==> src/hdl/assert_macros.svh <==
// -----------------------------------------------------------------------------
// Assertion macros
// Shared concurrent assertion helpers for the RTL in this folder.
// -----------------------------------------------------------------------------
`ifndef ASSERT_MACROS_SVH
`define ASSERT_MACROS_SVH

// Checked on every rising edge, muted while the active-low reset is asserted.
`define ASSERT_DIS(label, clk, rst_n, prop, msg) \
    label: assert property (@(posedge clk) disable iff (!(rst_n)) (prop)) else $error(msg);

// Checked on every rising edge, reset included.
`define ASSERT_ON(label, clk, prop, msg) \
    label: assert property (@(posedge clk) (prop)) else $error(msg);

`endif

==> src/hdl/mma_pkg.sv <==
// -----------------------------------------------------------------------------
// mma_pkg
// Request types and fixed field widths of the multichannel moving average.
// -----------------------------------------------------------------------------
package mma_pkg;

    localparam int CHAN_FIELD_W   = 3;
    localparam int SAMPLE_FIELD_W = 16;

    // input request
    typedef struct packed {
        logic [CHAN_FIELD_W-1:0]          channel;
        logic signed [SAMPLE_FIELD_W-1:0] sample;
        logic                             restart;
    } t_in_req;

    // result request
    typedef struct packed {
        logic [CHAN_FIELD_W-1:0]          channel_out;
        logic signed [SAMPLE_FIELD_W-1:0] mean;
        logic                             window_full;
    } t_out_req;

endpackage

==> src/hdl/mma_div.sv <==
// -----------------------------------------------------------------------------
// mma_div
// Serial signed-by-unsigned divider, one quotient bit per cycle, truncating.
// -----------------------------------------------------------------------------
`include "assert_macros.svh"

module mma_div #(
    parameter int SUM_W = 20,
    parameter int DIV_W = 5,
    parameter int Q_W   = 16
) (
    input  logic                    i_clk,
    input  logic                    i_rst_n,
    input  logic                    i_start,
    input  logic signed [SUM_W-1:0] i_dividend,
    input  logic [DIV_W-1:0]        i_divisor,
    output logic                    o_done,
    output logic [Q_W-1:0]          o_quot
);

    localparam int CNT_W = $clog2(SUM_W + 1);

    logic             r_busy;
    logic             r_done;
    logic [CNT_W-1:0] r_cnt;
    logic             r_neg;
    logic [SUM_W-1:0] r_acc;   // dividend shifts out, quotient shifts in
    logic [DIV_W-1:0] r_div;
    logic [DIV_W-1:0] r_rem;

    logic [DIV_W:0]   w_rem_sh;
    logic [DIV_W:0]   w_rem_sub;
    logic             w_ge;
    logic [DIV_W-1:0] n_rem;
    logic [SUM_W-1:0] w_mag;
    logic [SUM_W-1:0] w_q_sgn;

    always_comb begin
        w_rem_sh  = {r_rem, r_acc[SUM_W-1]};
        w_rem_sub = w_rem_sh - {1'b0, r_div};
        w_ge      = (w_rem_sh >= {1'b0, r_div});
        n_rem     = w_ge ? w_rem_sub[DIV_W-1:0] : w_rem_sh[DIV_W-1:0];
        w_mag     = i_dividend[SUM_W-1] ? (SUM_W'(0) - unsigned'(i_dividend))
                                        : unsigned'(i_dividend);
        w_q_sgn   = r_neg ? (SUM_W'(0) - r_acc) : r_acc;
    end

    assign o_done = r_done;
    assign o_quot = w_q_sgn[Q_W-1:0];

    always_ff @(posedge i_clk) begin
        if (!i_rst_n) begin
            r_busy <= 1'b0;
            r_done <= 1'b0;
            r_cnt  <= '0;
        end else begin
            r_done <= 1'b0;
            if (i_start) begin
                r_busy <= 1'b1;
                r_cnt  <= CNT_W'(SUM_W);
            end else if (r_busy) begin
                r_cnt <= r_cnt - 1'b1;
                if (r_cnt == CNT_W'(1)) begin
                    r_busy <= 1'b0;
                    r_done <= 1'b1;
                end
            end
        end
    end

    always_ff @(posedge i_clk) begin
        if (i_start) begin
            r_neg <= i_dividend[SUM_W-1];
            r_acc <= w_mag;
            r_div <= i_divisor;
            r_rem <= '0;
        end else if (r_busy) begin
            r_rem <= n_rem;
            r_acc <= {r_acc[SUM_W-2:0], w_ge};
        end
    end

    `ASSERT_DIS(a_div_start_idle, i_clk, i_rst_n, i_start |-> !r_busy, "divider restarted while busy")
    `ASSERT_DIS(a_div_done_pulse, i_clk, i_rst_n, o_done |=> !o_done, "divider done longer than one cycle")
    `ASSERT_DIS(a_div_cnt_live, i_clk, i_rst_n, r_busy |-> r_cnt != '0, "divider busy with empty count")

endmodule

==> src/hdl/multichannel_moving_average.sv <==
// -----------------------------------------------------------------------------
// multichannel_moving_average
// Per-channel sliding-window mean over the last WINDOW_DEPTH samples.
// -----------------------------------------------------------------------------
// Each input request carries a channel, a signed sample and a restart flag and
// yields exactly one result request: the channel, the mean of the samples now
// in that channel's window (truncated toward zero) and a window_full flag.
// Restart empties the channel before the sample is applied. During warm-up the
// sum is divided by the number of samples seen so far. Samples are taken as
// the low SAMPLE_WIDTH bits of the sample field, sign-extended; the mean is
// returned in the low SAMPLE_WIDTH bits of the mean field. A channel number at
// or above NUM_CHANNELS changes nothing and returns mean 0, window_full 0.
// An in-range request goes through the accept cycle, which reads the channel
// state memory, S_RDST, which reads the window memory, S_UPD, which updates and
// writes back both and starts the serial divider (one quotient bit per cycle),
// and S_DIV, which hands the result to the output register once it is free;
// only then is a new request taken. An out-of-range request goes from accept
// to S_DIV without a divide. The output register decouples the sides: a new
// request is taken while the previous result still waits for the consumer. No
// clearing pass is needed after reset: per-channel valid bits make untouched
// state read as zero, and a window slot is only used once its channel wrote it.
// -----------------------------------------------------------------------------
`include "assert_macros.svh"

module multichannel_moving_average #(
    parameter int WINDOW_DEPTH = 16,
    parameter int NUM_CHANNELS = 8,
    parameter int SAMPLE_WIDTH = 16
) (
    input  logic              i_clk,
    input  logic              i_rst_n,
    input  logic              i_in_valid,
    output logic              o_in_ready,
    input  mma_pkg::t_in_req  i_in_req,
    output logic              o_out_valid,
    input  logic              i_out_ready,
    output mma_pkg::t_out_req o_out_req
);

    import mma_pkg::*;

    localparam int POS_W    = $clog2(WINDOW_DEPTH);
    localparam int FILL_W   = $clog2(WINDOW_DEPTH + 1);
    localparam int SUM_W    = SAMPLE_WIDTH + POS_W;       // exact sum of a full window
    localparam int CH_W     = (NUM_CHANNELS > 1) ? $clog2(NUM_CHANNELS) : 1;
    localparam int WIN_ALL  = NUM_CHANNELS * WINDOW_DEPTH;
    localparam int WADDR_W  = $clog2(WIN_ALL);
    localparam int ACALC_W  = CH_W + POS_W;

    // per-channel state word
    typedef struct packed {
        logic signed [SUM_W-1:0] sum;
        logic [POS_W-1:0]        pos;
        logic [FILL_W-1:0]       fill;
    } t_chan_st;

    typedef enum logic [3:0] {
        S_IDLE = 4'b0001,
        S_RDST = 4'b0010,   // channel state out of memory, window read issued
        S_UPD  = 4'b0100,   // old sample back, update and write back, start divide
        S_DIV  = 4'b1000    // divider running, then result to output register
    } t_state;

    // control
    t_state                  r_state, n_state;
    logic [NUM_CHANNELS-1:0] r_st_vld;
    logic                    r_out_valid;
    logic                    r_div_fin;   // quotient ready, waiting for output slot

    // payload
    logic [CHAN_FIELD_W-1:0] r_ch;
    logic [CH_W-1:0]         r_ch_idx;
    logic [SAMPLE_WIDTH-1:0] r_x;
    logic                    r_restart;
    logic                    r_in_range;
    logic signed [SUM_W-1:0] r_sum;
    logic [POS_W-1:0]        r_pos;
    logic [FILL_W-1:0]       r_fill;
    logic                    r_full;
    logic [WADDR_W-1:0]      r_win_addr;
    t_out_req                r_out;

    // memories
    t_chan_st                r_st_mem [NUM_CHANNELS];
    t_chan_st                r_st_rd;
    logic [SAMPLE_WIDTH-1:0] r_win_mem [WIN_ALL];
    logic [SAMPLE_WIDTH-1:0] r_win_rd;

    logic                    w_accept;
    logic                    w_in_range;
    logic [CH_W-1:0]         w_in_idx;
    logic [SAMPLE_WIDTH-1:0] w_x_in;
    t_chan_st                w_st_eff;
    logic [ACALC_W-1:0]      w_addr_calc;
    logic [WADDR_W-1:0]      w_win_addr;
    logic                    w_was_full;
    logic signed [SUM_W-1:0] n_sum;
    logic [FILL_W-1:0]       n_fill;
    logic [POS_W-1:0]        n_pos;
    t_chan_st                w_st_wr;
    logic                    w_div_start;
    logic                    w_div_done;
    logic [SAMPLE_WIDTH-1:0] w_quot;
    logic                    w_slot_free;
    logic                    w_load_out;

    assign o_in_ready  = (r_state == S_IDLE);
    assign w_accept    = i_in_valid && o_in_ready;
    assign w_in_range  = (32'(i_in_req.channel) < NUM_CHANNELS);
    assign w_in_idx    = CH_W'(i_in_req.channel);
    // low SAMPLE_WIDTH bits of the field; sign comes from bit SAMPLE_WIDTH-1
    assign w_x_in      = SAMPLE_WIDTH'(unsigned'(i_in_req.sample));

    // restart or a never-touched channel starts from all zeros
    assign w_st_eff    = (r_restart || !r_st_vld[r_ch_idx]) ? '0 : r_st_rd;
    assign w_addr_calc = ACALC_W'(r_ch_idx) * ACALC_W'(WINDOW_DEPTH)
                       + ACALC_W'(w_st_eff.pos);
    assign w_win_addr  = w_addr_calc[WADDR_W-1:0];

    // window update: add new sample, drop the overwritten one once full
    always_comb begin
        w_was_full   = (r_fill == FILL_W'(WINDOW_DEPTH));
        n_sum        = r_sum + SUM_W'(signed'(r_x))
                     - (w_was_full ? SUM_W'(signed'(r_win_rd)) : SUM_W'(0));
        n_fill       = w_was_full ? r_fill : r_fill + 1'b1;
        n_pos        = (r_pos == POS_W'(WINDOW_DEPTH - 1)) ? '0 : r_pos + 1'b1;
        w_st_wr.sum  = n_sum;
        w_st_wr.pos  = n_pos;
        w_st_wr.fill = n_fill;
    end

    assign w_div_start = (r_state == S_UPD);

    mma_div #(
        .SUM_W (SUM_W),
        .DIV_W (FILL_W),
        .Q_W   (SAMPLE_WIDTH)
    ) u_div (
        .i_clk      (i_clk),
        .i_rst_n    (i_rst_n),
        .i_start    (w_div_start),
        .i_dividend (n_sum),
        .i_divisor  (n_fill),
        .o_done     (w_div_done),
        .o_quot     (w_quot)
    );

    assign w_slot_free = !r_out_valid || i_out_ready;
    // out-of-range requests skip straight to the output from idle
    assign w_load_out  = (r_state == S_DIV) && (w_div_done || r_div_fin || !r_in_range)
                       && w_slot_free;

    always_comb begin
        n_state = r_state;
        case (r_state)
            S_IDLE: begin
                if (w_accept) begin
                    n_state = w_in_range ? S_RDST : S_DIV;
                end
            end
            S_RDST:  n_state = S_UPD;
            S_UPD:   n_state = S_DIV;
            S_DIV: begin
                if (w_load_out) begin
                    n_state = S_IDLE;
                end
            end
            default: n_state = S_IDLE;
        endcase
    end

    always_ff @(posedge i_clk) begin
        if (!i_rst_n) begin
            r_state     <= S_IDLE;
            r_st_vld    <= '0;
            r_out_valid <= 1'b0;
            r_div_fin   <= 1'b0;
        end else begin
            r_state     <= n_state;
            r_out_valid <= w_load_out || (r_out_valid && !i_out_ready);
            if (w_load_out) begin
                r_div_fin <= 1'b0;
            end else if (w_div_done) begin
                r_div_fin <= 1'b1;
            end
            if (r_state == S_UPD) begin
                r_st_vld[r_ch_idx] <= 1'b1;
            end
        end
    end

    always_ff @(posedge i_clk) begin
        if (w_accept) begin
            r_ch       <= i_in_req.channel;
            r_ch_idx   <= w_in_idx;
            r_x        <= w_x_in;
            r_restart  <= i_in_req.restart;
            r_in_range <= w_in_range;
        end
        if (r_state == S_RDST) begin
            r_sum      <= w_st_eff.sum;
            r_pos      <= w_st_eff.pos;
            r_fill     <= w_st_eff.fill;
            r_win_addr <= w_win_addr;
        end
        if (r_state == S_UPD) begin
            r_fill <= n_fill;
            r_full <= (n_fill == FILL_W'(WINDOW_DEPTH));
        end
        if (w_load_out) begin
            r_out.channel_out <= r_ch;
            r_out.mean        <= r_in_range ? SAMPLE_FIELD_W'(w_quot) : '0;
            r_out.window_full <= r_in_range && r_full;
        end
    end

    // channel state memory: read on accept, written back in the update cycle
    always_ff @(posedge i_clk) begin
        if (w_accept && w_in_range) begin
            r_st_rd <= r_st_mem[w_in_idx];
        end
        if (r_state == S_UPD) begin
            r_st_mem[r_ch_idx] <= w_st_wr;
        end
    end

    // sample ring memory: oldest slot read, then overwritten with the new sample
    always_ff @(posedge i_clk) begin
        if (r_state == S_RDST) begin
            r_win_rd <= r_win_mem[w_win_addr];
        end
        if (r_state == S_UPD) begin
            r_win_mem[r_win_addr] <= r_x;
        end
    end

    assign o_out_valid = r_out_valid;
    assign o_out_req   = r_out;

    `ASSERT_ON(a_reset_idle, i_clk,
        !i_rst_n |=> (r_state == S_IDLE && !o_out_valid),
        "reset did not idle the block")
    `ASSERT_DIS(a_done_in_div, i_clk, i_rst_n,
        w_div_done |-> r_state == S_DIV,
        "divider finished outside divide state")
    `ASSERT_DIS(a_accept_busy, i_clk, i_rst_n,
        w_accept |=> r_state != S_IDLE,
        "accepted request left no work")
    `ASSERT_DIS(a_fill_bound, i_clk, i_rst_n,
        (r_state == S_DIV && r_in_range) |-> (r_fill != '0 && 32'(r_fill) <= WINDOW_DEPTH),
        "fill count out of range")
    `ASSERT_DIS(a_oor_zero, i_clk, i_rst_n,
        (o_out_valid && 32'(o_out_req.channel_out) >= NUM_CHANNELS)
            |-> (o_out_req.mean == '0 && !o_out_req.window_full),
        "unused channel gave nonzero result")

endmodule
==> config.mk <==
export PLATFORM = sky130hd
export DESIGN_NAME = multichannel_moving_average
export DESIGN_NICKNAME = d
export VERILOG_FILES = /design/src/hdl/mma_pkg.sv /design/src/hdl/mma_div.sv /design/src/hdl/multichannel_moving_average.sv
export VERILOG_INCLUDE_DIRS = /design/src /design/src/hdl
export SDC_FILE = /design/constraint.sdc
export NUM_CORES = 2
export LEC_CHECK = 0
export BUFFER_PORTS_ARGS = -buffer_cell sky130_fd_sc_hd__buf_2
export CORE_AREA = 8 8 577 579
export CTS_CLUSTER_DIAMETER = 50
export DETAILED_ROUTE_END_ITERATION = 16
export DIE_AREA = 0 0 585 587
export HOLD_SLACK_MARGIN = 0.08
export PLACE_DENSITY_LB_ADDON = 0.15
export SLEW_MARGIN = 20
export SYNTH_ARGS = -nofsm -noshare
export SYNTH_HDL_FRONTEND = slang
export SYNTH_SLANG_ARGS = --single-unit
==> constraint.sdc <==
create_clock -name i_clk -period 6.9 [get_ports i_clk]
set_input_delay 0 -clock i_clk [delete_from_list [all_inputs] [get_ports i_clk]]
set_output_delay 0 -clock i_clk [all_outputs]
set_load 0.1 [all_outputs]
Word-level counts from Yosys, hierarchy flattened
Memory sizes are Yosys's and may differ from the RTL's. A register that Yosys moved wholly into a read port is not among the register bits.
Index checks and enable logic that the tools add are counted.
{"block": "op_classes", "div_mod_pow": 0, "n_eq_ne": 10, "mul": 0, "n_addsub": 9, "shift": 0, "n_reduce_logical": 18, "mux": 26, "magnitude_cmp": 3, "n_bitwise": 3}
{"operator": "two-way mux 20 bit", "n": 4}
{"operator": "two-way mux 5 bit", "n": 6}
{"operator": "adder 20 x 16 -> 20 bit", "n": 1}
{"operator": "subtractor 1 x 20 -> 20 bit, first input constant", "n": 1}
{"operator": "subtractor 20 bit", "n": 1}
{"operator": "two-way mux 16 bit", "n": 1}
{"operator": "one-hot mux 4 bit (4 select lines)", "n": 1}
{"operator": "subtractor 1 x 16 -> 16 bit, first input constant", "n": 1}
{"operator": "two-way mux 4 bit", "n": 3}
{"operator": "== test 5 bit, second input constant", "n": 2}
{"operator": "two-way mux 9 bit", "n": 1}
{"operator": "== test 4 bit, second input constant", "n": 2}
{"operator": "two-way mux 1 bit", "n": 8}
{"operator": "bitwise OR 8 bit", "n": 1}
{"operator": "adder 7 x 4 -> 7 bit", "n": 1}
{"operator": ">= comparator 6 x 5 -> 1 bit", "n": 1}
{"operator": "adder 5 x 1 -> 5 bit, second input constant", "n": 1}
{"operator": "== test 5 x 1 -> 1 bit, second input constant", "n": 1}
{"operator": "logical AND 1 bit", "n": 5}
{"operator": "subtractor 5 x 1 -> 5 bit, second input constant", "n": 1}
{"operator": "subtractor 5 bit", "n": 1}
{"operator": "adder 4 x 1 -> 4 bit, second input constant", "n": 1}
{"operator": "== test 4 x 1 -> 1 bit, second input constant", "n": 1}
{"operator": "== test 4 x 2 -> 1 bit, second input constant", "n": 1}
{"operator": "other kinds (14)", "n": 22}
{"block": "word_totals", "reg_bits": 129, "out_inout_bits": 22, "rom_bits": 0, "ram_bits": 2280, "memories": 2, "latchBits": 0}
{"memory": "r_win_mem", "words": 128, "width": 16, "rd": 1, "rd_clocked_by_memory_dff": 1, "wr": 1, "line": "multichannel_moving_average.sv:86", "source": "logic [SAMPLE_WIDTH-1:0] r_win_mem [WIN_ALL];"}
{"memory": "r_st_mem", "words": 8, "width": 29, "rd": 1, "rd_clocked_by_memory_dff": 1, "wr": 1, "line": "multichannel_moving_average.sv:84", "source": "t_chan_st r_st_mem [NUM_CHANNELS];"}

Longest topological paths before layout
{"block": "depth", "depth_word": 7, "mapped_depth": 20}

By module
A second synthesis with hierarchy kept.
{"block": "hier_totals", "hier_cells": 6281, "hier_area_um2": 100865.5}
{"module": "multichannel_moving_average", "cells_per_inst": 6010, "seq_area_each_um2": 72289.3, "n_inst": 1, "area_per_inst_um2": 98279.3}
{"module": "mma_div", "cells_per_inst": 271, "seq_area_each_um2": 1021.0, "n_inst": 1, "area_per_inst_um2": 2586.2}

Worst setup path before layout
No wires, ideal clock.
{"block": "synth_timing", "kind": "register -> register", "startpoint": "reg r_state[0]", "endpoint": "reg r_fill[0] (enable)", "path_stages_with_launch": 3, "setup_slack_ns": 0.882, "t_arrival_ns": 5.697, "path_cell_list": "dfxtp_1 > nor4b_1 > or2_2"}
{"block": "synth_between", "elab_chain_len": 2, "word_cells_on_any_way": 3, "classes_between": "eq/ne: 2; reduce/logical: 1"}
{"item": "start: declaration", "line": "multichannel_moving_average.sv:65", "source": "t_state r_state, n_state;"}
{"item": "start signal: assignment", "line": "multichannel_moving_average.sv:179", "source": "r_state <= n_state;"}
{"item": "== test 4 x 2 -> 1 bit or == test 4 x 3 -> 1 bit (tied branches)", "line": "multichannel_moving_average.sv:200, multichannel_moving_average.sv:206"}
{"item": "nonzero test 2 bit (no source line) (*)"}
{"item": "end signal: assignment", "line": "multichannel_moving_average.sv:203", "source": "r_fill <= w_st_eff.fill;"}
{"item": "end signal: assignment", "line": "multichannel_moving_average.sv:207", "source": "r_fill <= n_fill;"}
{"item": "end: declaration", "line": "multichannel_moving_average.sv:78", "source": "logic [FILL_W-1:0] r_fill;"}
Mark *: on every way between the ends. The rest lies on a longest branch, timed or not.
A chain may end at the register's enable or synchronous reset.

Worst setup path after layout
{"block": "layout_timing", "startpoint": "reg r_fill[0]", "endpoint": "reg u_div.r_acc[19], data pin"}
{"block": "layout_between", "elab_chain_len": 6}
{"item": "== test 5 bit", "line": "multichannel_moving_average.sv:122", "source": "w_was_full = (r_fill == FILL_W'(WINDOW_DEPTH));"}
{"item": "two-way mux 20 bit", "line": "multichannel_moving_average.sv:124", "source": "- (w_was_full ? SUM_W'(signed'(r_win_rd)) : SUM_W'(0));"}
{"item": "subtractor 20 bit", "line": "multichannel_moving_average.sv:124"}
{"item": "via n_sum[8]", "line": "multichannel_moving_average.sv:97", "source": "logic signed [SUM_W-1:0] n_sum;"}
{"item": "subtractor 1 x 20 -> 20 bit", "line": "mma_div.sv:43", "source": "w_mag = i_dividend[SUM_W-1] ? (SUM_W'(0) - unsigned'(i_dividend))"}
{"item": "two-way mux 20 bit", "line": "mma_div.sv:43"}
{"item": "two-way mux 20 bit", "line": "mma_div.sv:72", "source": "if (i_start) begin"}
{"item": "end signal: assignment", "line": "mma_div.sv:74", "source": "r_acc <= w_mag;"}
{"item": "end signal: assignment", "line": "mma_div.sv:79", "source": "r_acc <= {r_acc[SUM_W-2:0], w_ge};"}
{"item": "end: declaration", "line": "mma_div.sv:27", "source": "logic [SUM_W-1:0] r_acc;"}
The timed path passes the listed nets, and every way through them passes these cells.

==> results.json <==
{
  "period_share_pct": 84.4,
  "core-area_mm2": 0.323,
  "wl_um": 370000,
  "ys_seq_area_share_pct": 73.4,
  "fin_crit_ns": 5.82,
  "maxCapViolations": 0,
  "async_flop_share_pct": 0,
  "p_clk_share_pct": 46.3,
  "synth_edf_count": 2424,
  "cts_root_buf": "clkbuf_16",
  "die_w_um": 585,
  "ir_worst_vdd_v": 0.000189,
  "synthesis.area_mm2": 0.0998,
  "drive_above_1_share_pct": 18.6,
  "cts_tree": "done",
  "rrSetupSlack_ns": 1.08,
  "cts_buffers": 312,
  "syn_inst": 6311,
  "leakage_nw": 38.1,
  "setup_viol": 0,
  "portBuffers": 45,
  "outcome": "finished clean",
  "nNetsFinal": 6775,
  "place_ws_ns": 1.21,
  "cp_slowest_cell": "nor4_1",
  "clk-insertion-delay-late_ns": 0.92,
  "wl_per_cell_um": 32.8,
  "die_area_mm2": 0.343,
  "avgSynthCellArea_um2": 15.8,
  "area_growth_pct": 18.1,
  "finalMaxSlewViolations": 0,
  "cp-end-kind": "register",
  "tightestPinTransition_ns": 1.24,
  "cts.htree.levels": 5,
  "initial_core_util_pct": 30.9,
  "grt_start_max_net_pins": 129,
  "clockBufferDepth": 4,
  "cts.repair.resized": 0,
  "synth-main-ff-cell": "edfxtp_1",
  "ys_ff_latch": 2450,
  "grt_pass1_vias": 59754,
  "pwr-share-comb_pct": 6.2,
  "drc": 0,
  "hp-class": "in -> reg",
  "clkTransAtPathRegs_ns": 0.06,
  "yosysUniqueCellTypes": 96,
  "path_common_cell": "ha_1",
  "rows": 209,
  "power_switching_w": 0.00829,
  "critPathLaunchType": "register",
  "gp_congestion": 0.893,
  "p_per_area_mw_per_mm2": 296,
  "required_ns": 7.61,
  "crit_chain": "inv_1, ha_1, nand2_1, nor3_2, and2_1, ha_1, inv_1, ha_1, fa_1, a211oi_1, o211a_1, o221ai_1, nor4_1, nand4_1, nor3_1, nand2_1, o41ai_1",
  "arrival_ns": 6.53,
  "final.setup.tns_ns": 0,
  "internal-power_w": 0.0265,
  "drt-initial-drc-count": 6841,
  "synthesis.nets": 6388,
  "ant_nets": 0,
  "cts.sinks": 2450,
  "yosysWarnings": 0,
  "final_core_util_pct": 36.5,
  "grt_pass1_wl_um": 506000,
  "worst_slack_ns": 1.08,
  "track_usage_pct": 20.7,
  "vias_per_cell": 5.43,
  "hold_slack_ns": 0.168,
  "skew_ns": 0.0704,
  "rsz0062_at_grt": "no",
  "sw_frac_of_total_pct": 23.8,
  "post_cts_buffers": 0,
  "dpl.hpwl_um": 232000,
  "grt_overflow": 0,
  "crit_type": "reg -> reg",
  "num_io_pins": 46,
  "maxSlewHeadroom_pct": 16.9,
  "pwr-share-seq_pct": 47.5,
  "p_total_w": 0.0348,
  "crit_fanout": 15,
  "die_h_um": 587,
  "dr.pass1.iters": 8,
  "slowest_delay_ns": 0.78,
  "antenna_found_initial": 44,
  "hold_viol": 0,
  "via_count": 61264,
  "fmax_mhz": 172
}
## state kept, by name, summed over array words and instances (netlist names), 16 cells and up
name,flops
u_div.r_acc,20
r_st_mem,232
r_sum,20
r_st_rd,29
r_x,16
r_win_rd,16
o_out_req,20
r_win_mem,2048
## power groups by stage
stage / logic, W / registers (W) / clock network, W
floorplan: 0.00103 / 0.0170 / 0
global placement: 0.00213 / 0.0169 / 0
detailed placement: 0.00215 / 0.0169 / 0
CTS: 0.00218 / 0.0165 / 0.0164
global route: 0.00228 / 0.0165 / 0.0170
finish: 0.00216 / 0.0166 / 0.0161
## kinds of logic (layout without fill, tap and decap cells)
| kind of cell | count (synthesis) | after routing | synth area share, % |
|---|---|---|---|
| flops | 2450 | 2450 | 73.4 |
| compound gates | 1335 | 1335 | 9.35 |
| simple gates | 1222 | 1222 | 5.74 |
| mux | 688 | 688 | 8.01 |
| buf+inv | 519 | 1150 | 2.26 |
| fa+ha+maj | 53 | 53 | 0.815 |
| xor+xnor | 44 | 44 | 0.386 |
| other cells | 0 | 22 | 0 |
## through the flow
stage               instance area, um2  instances
floorplan                        99800       6311
global placement                107000      10658
detailed placement              107000      10665
CTS                             118000      11267
global route                    118000      11271
finish                          118000      11289
## area by class of cell
cell class	instances	area (um2)
Fill cell	30699	205000
Multi-Input combinational cell	3342	24600
Sequential cell	2450	73300
Timing Repair Buffer	462	3820
Clock inverter	178	2050
Inverter	130	510
Tap cell	4325	5410
Clock buffer	380	8130
Antenna cell	22	55.1
## critical path, delay by kind of cell (launching register included)
| kind | cells | cell delay (ns) |
|---|---|---|
| buffers and inverters | 2 | 0.13 |
| and+or+nand+nor | 7 | 2.60 |
| AOI/OAI and AO/OA | 4 | 1.41 |
| DFF | 1 | 0.45 |
| adders and majority gates | 4 | 1.01 |
## placed cells by master, fill, tap and decap left out, drive strengths merged, types with 31 or more instances in the layout
cell and n:
nand3 85, nor2b 33, dlygate4sd3 44, a211oi 130, mux4 60, clkbuf 380
a31oi 49, and2 44, a21oi 358, o21ai 237, nand2b 39, a222oi 49
ha 33, mux2i 351, a221oi 81, nand2 339, nor4 31, a211o 38
nor2 362, o211ai 36, or4 31, o31ai 33, edfxtp 2424, a221o 95
nor3 137, inv 159, mux2 277, a2111oi 43, buf 416, clkinv 106
## final timing paths
check | startpoint | end | cells after the start
setup reg to reg | r_fill[0] | u_div.r_acc[19] | 17
hold reg to reg | r_full | o_out_req[0] | 0
setup / recovery | r_fill[0] | u_div.r_acc[19] | 17
hold / removal | i_rst_n | r_state[0] | 3
## layer usage
metal  up-vias  global-route usage (%)  routed length (um)
met5         -                       0                  64
met4        10                    7.37               14800
met3       608                    3.70               25500
met2      2462                    33.4              172000
met1     32247                    28.0              157000
li1      25937                       -                   -
## what timing repair did
item | in CTS | in global routing
hold endpoints to repair | 135 | 0
hold buffers | 44 | 0
endpoints found under the setup margin | 0 | 0
## Yosys cell counts (all sizes together) (15+ instances only)
| cell | instances | area share [%] |
|---|---|---|
| fa | 20 | 0.40 |
| nor2b | 33 | 0.21 |
| o211ai | 36 | 0.28 |
| a2111oi | 43 | 0.38 |
| o21a | 15 | 0.12 |
| a31oi | 49 | 0.32 |
| nand2 | 339 | 1.3 |
| a222oi | 49 | 0.49 |
| o221ai | 16 | 0.14 |
| nand4 | 29 | 0.18 |
| and2 | 44 | 0.28 |
| xnor2 | 24 | 0.21 |
| mux2 | 277 | 3.1 |
| o21ai | 237 | 1.2 |
| a21oi | 358 | 1.8 |
| nand2b | 39 | 0.24 |
| buf | 206 | 1.1 |
| mux4 | 60 | 1.4 |
| mux2i | 351 | 3.5 |
| or4 | 31 | 0.23 |
| or3 | 26 | 0.16 |
| o31ai | 33 | 0.29 |
| nor3 | 137 | 0.69 |
| a221o | 95 | 0.95 |
| inv | 128 | 0.48 |
| and3 | 29 | 0.19 |
| dfxtp | 26 | 0.52 |
| a21o | 19 | 0.14 |
| a211o | 38 | 0.33 |
| a211oi | 130 | 0.99 |
| ha | 33 | 0.41 |
| nor4 | 31 | 0.19 |
| xor2 | 20 | 0.18 |
| nor2 | 362 | 1.4 |
| o2111ai | 17 | 0.15 |
| clkbuf | 183 | 0.69 |
| nand3 | 85 | 0.43 |
| a221oi | 81 | 0.71 |
| edfxtp | 2424 | 73 |
| o311ai | 15 | 0.14 |
Power figures use the tool's default switching activity.
